<file path="src/design/mst_pkg.sv">
`default_nettype none

package mst_pkg;

    // Tree geometry: node 1 is the root, leaf i sits at node LEAVES + i.
    localparam int LEAVES = 1024;
    localparam int LEAF_W = $clog2(LEAVES);
    localparam int NODES  = 2 * LEAVES;
    localparam int NODE_W = LEAF_W + 1;

    // Item field widths.
    localparam int POS_W = 10;
    localparam int END_W = 11;
    localparam int VAL_W = 32;

    // Bound counters must hold LEAVES + range_end and the node index plus one.
    localparam int CNT_W = (NODE_W + 1 > END_W + 1) ? NODE_W + 1 : END_W + 1;

    // Stream data widths, rounded up to whole bytes.
    localparam int S_DATA_W = ((POS_W + END_W + VAL_W + 7) / 8) * 8;
    localparam int M_DATA_W = ((VAL_W + 7) / 8) * 8;

    localparam logic [VAL_W-1:0] MOST_NEG = {1'b1, {(VAL_W-1){1'b0}}};

    // Item kinds carried on tuser.
    localparam logic CMD_UPDATE = 1'b0;
    localparam logic CMD_QUERY  = 1'b1;

    // Controller to datapath commands.
    typedef struct packed {
        logic clear_step;
        logic load;
        logic upd_step;
        logic qry_step;
    } mst_cmd_t;

    // Datapath to controller status.
    typedef struct packed {
        logic clr_last;
        logic upd_ok;
        logic walk_done;
        logic lo_lt_hi;
    } mst_stat_t;

endpackage

`default_nettype wire

</file>
<file path="src/design/mst_ctrl.sv">
`default_nettype none

module mst_ctrl (
    input  wire logic               clk,
    input  wire logic               rst_n,
    input  wire logic               in_valid,
    input  wire logic               in_kind,
    output logic                    in_ready,
    input  wire mst_pkg::mst_stat_t stat,
    input  wire logic               out_free,
    output logic                    out_load,
    output mst_pkg::mst_cmd_t       cmd
);
    import mst_pkg::*;

    typedef enum logic [4:0] {
        ST_CLEAR = 5'b00001,
        ST_IDLE  = 5'b00010,
        ST_UPD   = 5'b00100,
        ST_QRY   = 5'b01000,
        ST_DONE  = 5'b10000
    } state_t;

    state_t state_reg, state_next;

    always_comb
    begin
        state_next = state_reg;
        cmd        = '0;
        in_ready   = 1'b0;
        out_load   = 1'b0;
        case (state_reg)
            ST_CLEAR:
            begin
                cmd.clear_step = 1'b1;
                if (stat.clr_last)
                begin
                    state_next = ST_IDLE;
                end
            end
            ST_IDLE:
            begin
                in_ready = 1'b1;
                if (in_valid)
                begin
                    cmd.load = 1'b1;
                    if (in_kind == CMD_QUERY)
                    begin
                        state_next = ST_QRY;
                    end
                    else if (stat.upd_ok)
                    begin
                        state_next = ST_UPD;
                    end
                end
            end
            ST_UPD:
            begin
                cmd.upd_step = 1'b1;
                if (stat.walk_done)
                begin
                    state_next = ST_IDLE;
                end
            end
            ST_QRY:
            begin
                cmd.qry_step = 1'b1;
                if (!stat.lo_lt_hi)
                begin
                    state_next = ST_DONE;
                end
            end
            ST_DONE:
            begin
                if (out_free)
                begin
                    out_load   = 1'b1;
                    state_next = ST_IDLE;
                end
            end
            default:
            begin
                state_next = ST_CLEAR;
            end
        endcase
    end

    always_ff @(posedge clk or negedge rst_n)
    begin
        if (!rst_n)
        begin
            state_reg <= ST_CLEAR;
        end
        else
        begin
            state_reg <= state_next;
        end
    end

endmodule

`default_nettype wire

</file>
<file path="config.mk">
export PLATFORM = sky130hd
export DESIGN_NAME = mst_ctrl
export DESIGN_NICKNAME = d
export VERILOG_FILES = /design/src/design/mst_pkg.sv /design/src/design/mst_ctrl.sv
export SDC_FILE = /design/constraint.sdc
export NUM_CORES = 1
export LEC_CHECK = 0
export BUFFER_PORTS_ARGS = -buffer_cell sky130_fd_sc_hd__buf_2
export CAP_MARGIN = 5
export CORE_AREA = 5 5 42 44
export CTS_CLUSTER_DIAMETER = 100
export CTS_CLUSTER_SIZE = 20
export DETAILED_ROUTE_END_ITERATION = 8
export DIE_AREA = 0 0 47 49
export HOLD_SLACK_MARGIN = 0.02
export PLACE_DENSITY = 0.59
export SETUP_SLACK_MARGIN = 0.3
export SYNTH_ARGS = -nofsm -noshare
export SYNTH_HDL_FRONTEND = slang
export SYNTH_SLANG_ARGS = --single-unit
</file>
<file path="constraint.sdc">
create_clock -name clk -period 3.68 [get_ports clk]
set_clock_uncertainty 0.05 [all_clocks]
set_input_delay 0.736 -clock clk [delete_from_list [all_inputs] [get_ports clk]]
set_output_delay 0.736 -clock clk [all_outputs]
set_load 0.05 [all_outputs]
</file>
==> qor.txt <==
Area growth, synth to finish - 26.1%
Critical Path Max Stage Delay - 0.45 ns
DR DRC count - 0
worst hold slack - 0.256 ns
total grt overflow - 0
vias in the first global route - 356
Final #Nets - 68
final period utilization - 0.715
crit-path max FO - 8
number of I/O port buffers - 14
Worst Hold Class - in -> async
final wirelength - 791 um
Tmin final - 2.63 ns
clock sink count - 5
total of max-cap violations - 0
WL/cell - 10.7 um
ANT nets after route - 0
commonest non-fill, non-tap cells in the layout - 14 x buf_2, 6 x nor2_1, 4 x nand2_1, 4 x dfrtp_1
Most used DFF post-synth - dfrtp_1
share of post-route cells with drive strength above 1 - 0.345
worst setup path endpoint - cmd[2]
Die ar. - 0.00230 mm2
setup TNS - 0 ns
number of flip-flops in the largest register - 5
number of synthesized flops with an enable pin - 0
CP Capture Type - output port
fill cell count - 165
Ys Warns - 0
count of unique library cells instantiated by Yosys - 24
CP Launch Type - flip-flop
Mapped Cells - 43
M3 GR Usage - 0.0221
FMAX - 380 MHz
VDD IR max - 0.000261 V
Reg-to-Reg Start - state_reg[4]$_DFFE_PN0P_
mux cell area share after synthesis - 0
RePlAce Congestion - 0.791
Pwr per Cell Area - 624 mW/mm2
H-Tree Depth - 1
# setup viols final - 0
height of the die - 49 um
slowest CP cell - dfrtp_1
outcome - completed
global-route wire length before repair - 1390 um
starting density of the core - 0.260
hold buffer count at cts - 0
grt met2 use - 0.118
gr usage total - 0.0833
synthesized area per cell - 8.47 um2
antenna violations before repair - 0
core region area - 0.00140 mm2
clock latency on the worst-skew pair - 0.24 ns
R2R setup slack - 2.07 ns
Adder-Cell Fraction of Synth Area - 0
Post-CTS Resized - 0
CP startpoint - state_reg[4]$_DFFE_PN0P_
post-synthesis register bit count - 5
mapped cell area - 364 um2
CP arrival - 1.85 ns
clock root buffer - clkbuf_4
post-synthesis simple-gate area fraction - 0.426
# IOs - 15
complex-gate fraction of the synthesized area - 0.0997
row count - 14
most common cell after layout, fill and taps aside - buf_2
worst path required time - 2.89 ns
clock-pin transition on the worst setup and hold timing paths - 0.04 ns
setup repair after global routing missed its margin - false
ys async rst share - 1.00
Setup CP Type - reg -> out
final hold vios - 0
relative slew slack - 0.726
Inserted Diodes - 0
Leakage - 0.229 nW
setup repair bufs after CTS - 0
CTS tree - built
first-pass iteration count of the detailed router - 4
HPWL after detailed placement - 675 um
RR Endpoint - state_reg[1]$_DFFE_PN0P_
grt peak-use layer - met2
net count after synthesis - 52
Tightest Pin Transition - 0.409 ns
cells on worst reg2reg path - 4
area post-placement - 433 um2
fin area - 459 um2
max-slew violations - 0
synth top area cells - dfrtp_1 27%, dfstp_2 7.2%, nand4b_1 7.2%
Max Root-Sink Buffers - 2
cts bufs inserted - 3
sequential area share after synthesis - 0.347
vias - 348
top cell type's share of synthesized area - 0.275
die width - 47 um
Initial DRC Count - 5
Via-to-Cell Ratio - 4.70
area leader, netlist - dfrtp_1
M1 GR Usage - 0.106
xor and xnor fraction of the mapped netlist area - 0.0481
Final Power - 0.000286 W
largest net degree at the start of global routing - 9
crit-path cells - or3_4 > nor3b_4 > and2_1 > buf_2
main combinational cell family by area after synthesis - simple AND/OR/NAND/NOR gates
-- cells by family after synthesis --
kind of cell | Yosys count
buf+inv | 5
flops | 5
simple gates | 25
compound gates | 6
xor+xnor | 2
-- metal layers --
layer | wire length (um) | vias to the layer above
li1 | - | 186
met1 | 362 | 147
met2 | 357 | 13
met3 | 63 | 2
met4 | 8 | 0
met5 | 0 | -
-- report_power, final --
group / internal [W] / leakage [nW] / switching, W
clock network: 0.0000409 / 0.0150 / 0.0000211
registers: 0.0000716 / 0.0646 / 0.0000165
logic: 0.0000459 / 0.149 / 0.0000905
-- worst min-delay path by stage --
stage / endpoint / slack (ns) / cells past startpoint / from
global placement: state_reg[1]$_DFFE_PN0P_ / 0.46 / 1 / state_reg[1]$_DFFE_PN0P_
floorplan: state_reg[1]$_DFFE_PN0P_ / 0.39 / 0 / rst_n
CTS: state_reg[3]$_DFFE_PN0P_ / 0.26 / 1 / rst_n
finish: state_reg[3]$_DFFE_PN0P_ / 0.26 / 1 / rst_n
global route: state_reg[2]$_DFFE_PN0P_ / 0.25 / 1 / rst_n
detailed placement: state_reg[1]$_DFFE_PN0P_ / 0.45 / 1 / state_reg[1]$_DFFE_PN0P_
-- layout make-up --
class | instances | area [um2] | area share
Timing Repair Buffer | 14 | 70.1 | 0.153
Multi-Input combinational cell | 33 | 209 | 0.455
Tap cell | 16 | 20.0 | 0.0436
Sequential cell | 5 | 126 | 0.275
Inverter | 2 | 7.51 | 0.0163
Clock buffer | 4 | 26.3 | 0.0572
-- Yosys cell counts (all sizes together), types with 2 or more instances --
cell type,number
inv,2
nand3,2
xnor2,2
dfrtp,4
nor2,6
nand2,4
nand4,2
o21ai,3
nand4b,3
buf,3
or3,2
-- per-stage QoR --
step | util | std cells | worst slack, ns
floorplan | - | 43 | 0.889
global placement | 0.309 | 70 | 1.32
detailed placement | 0.309 | 70 | 1.30
CTS | 0.328 | 74 | 1.03
global route | 0.328 | 74 | 0.950
finish | 0.328 | 74 | 1.05
-- worst max-delay path: cells and delay by family (launching register included) --
kind | cells | cell delay [ns]
flip-flops | 1 | 0.45
AND/OR/NAND/NOR | 3 | 0.90
buffers and inverters | 1 | 0.25
No activity file was read; power rests on OpenSTA's default activity.
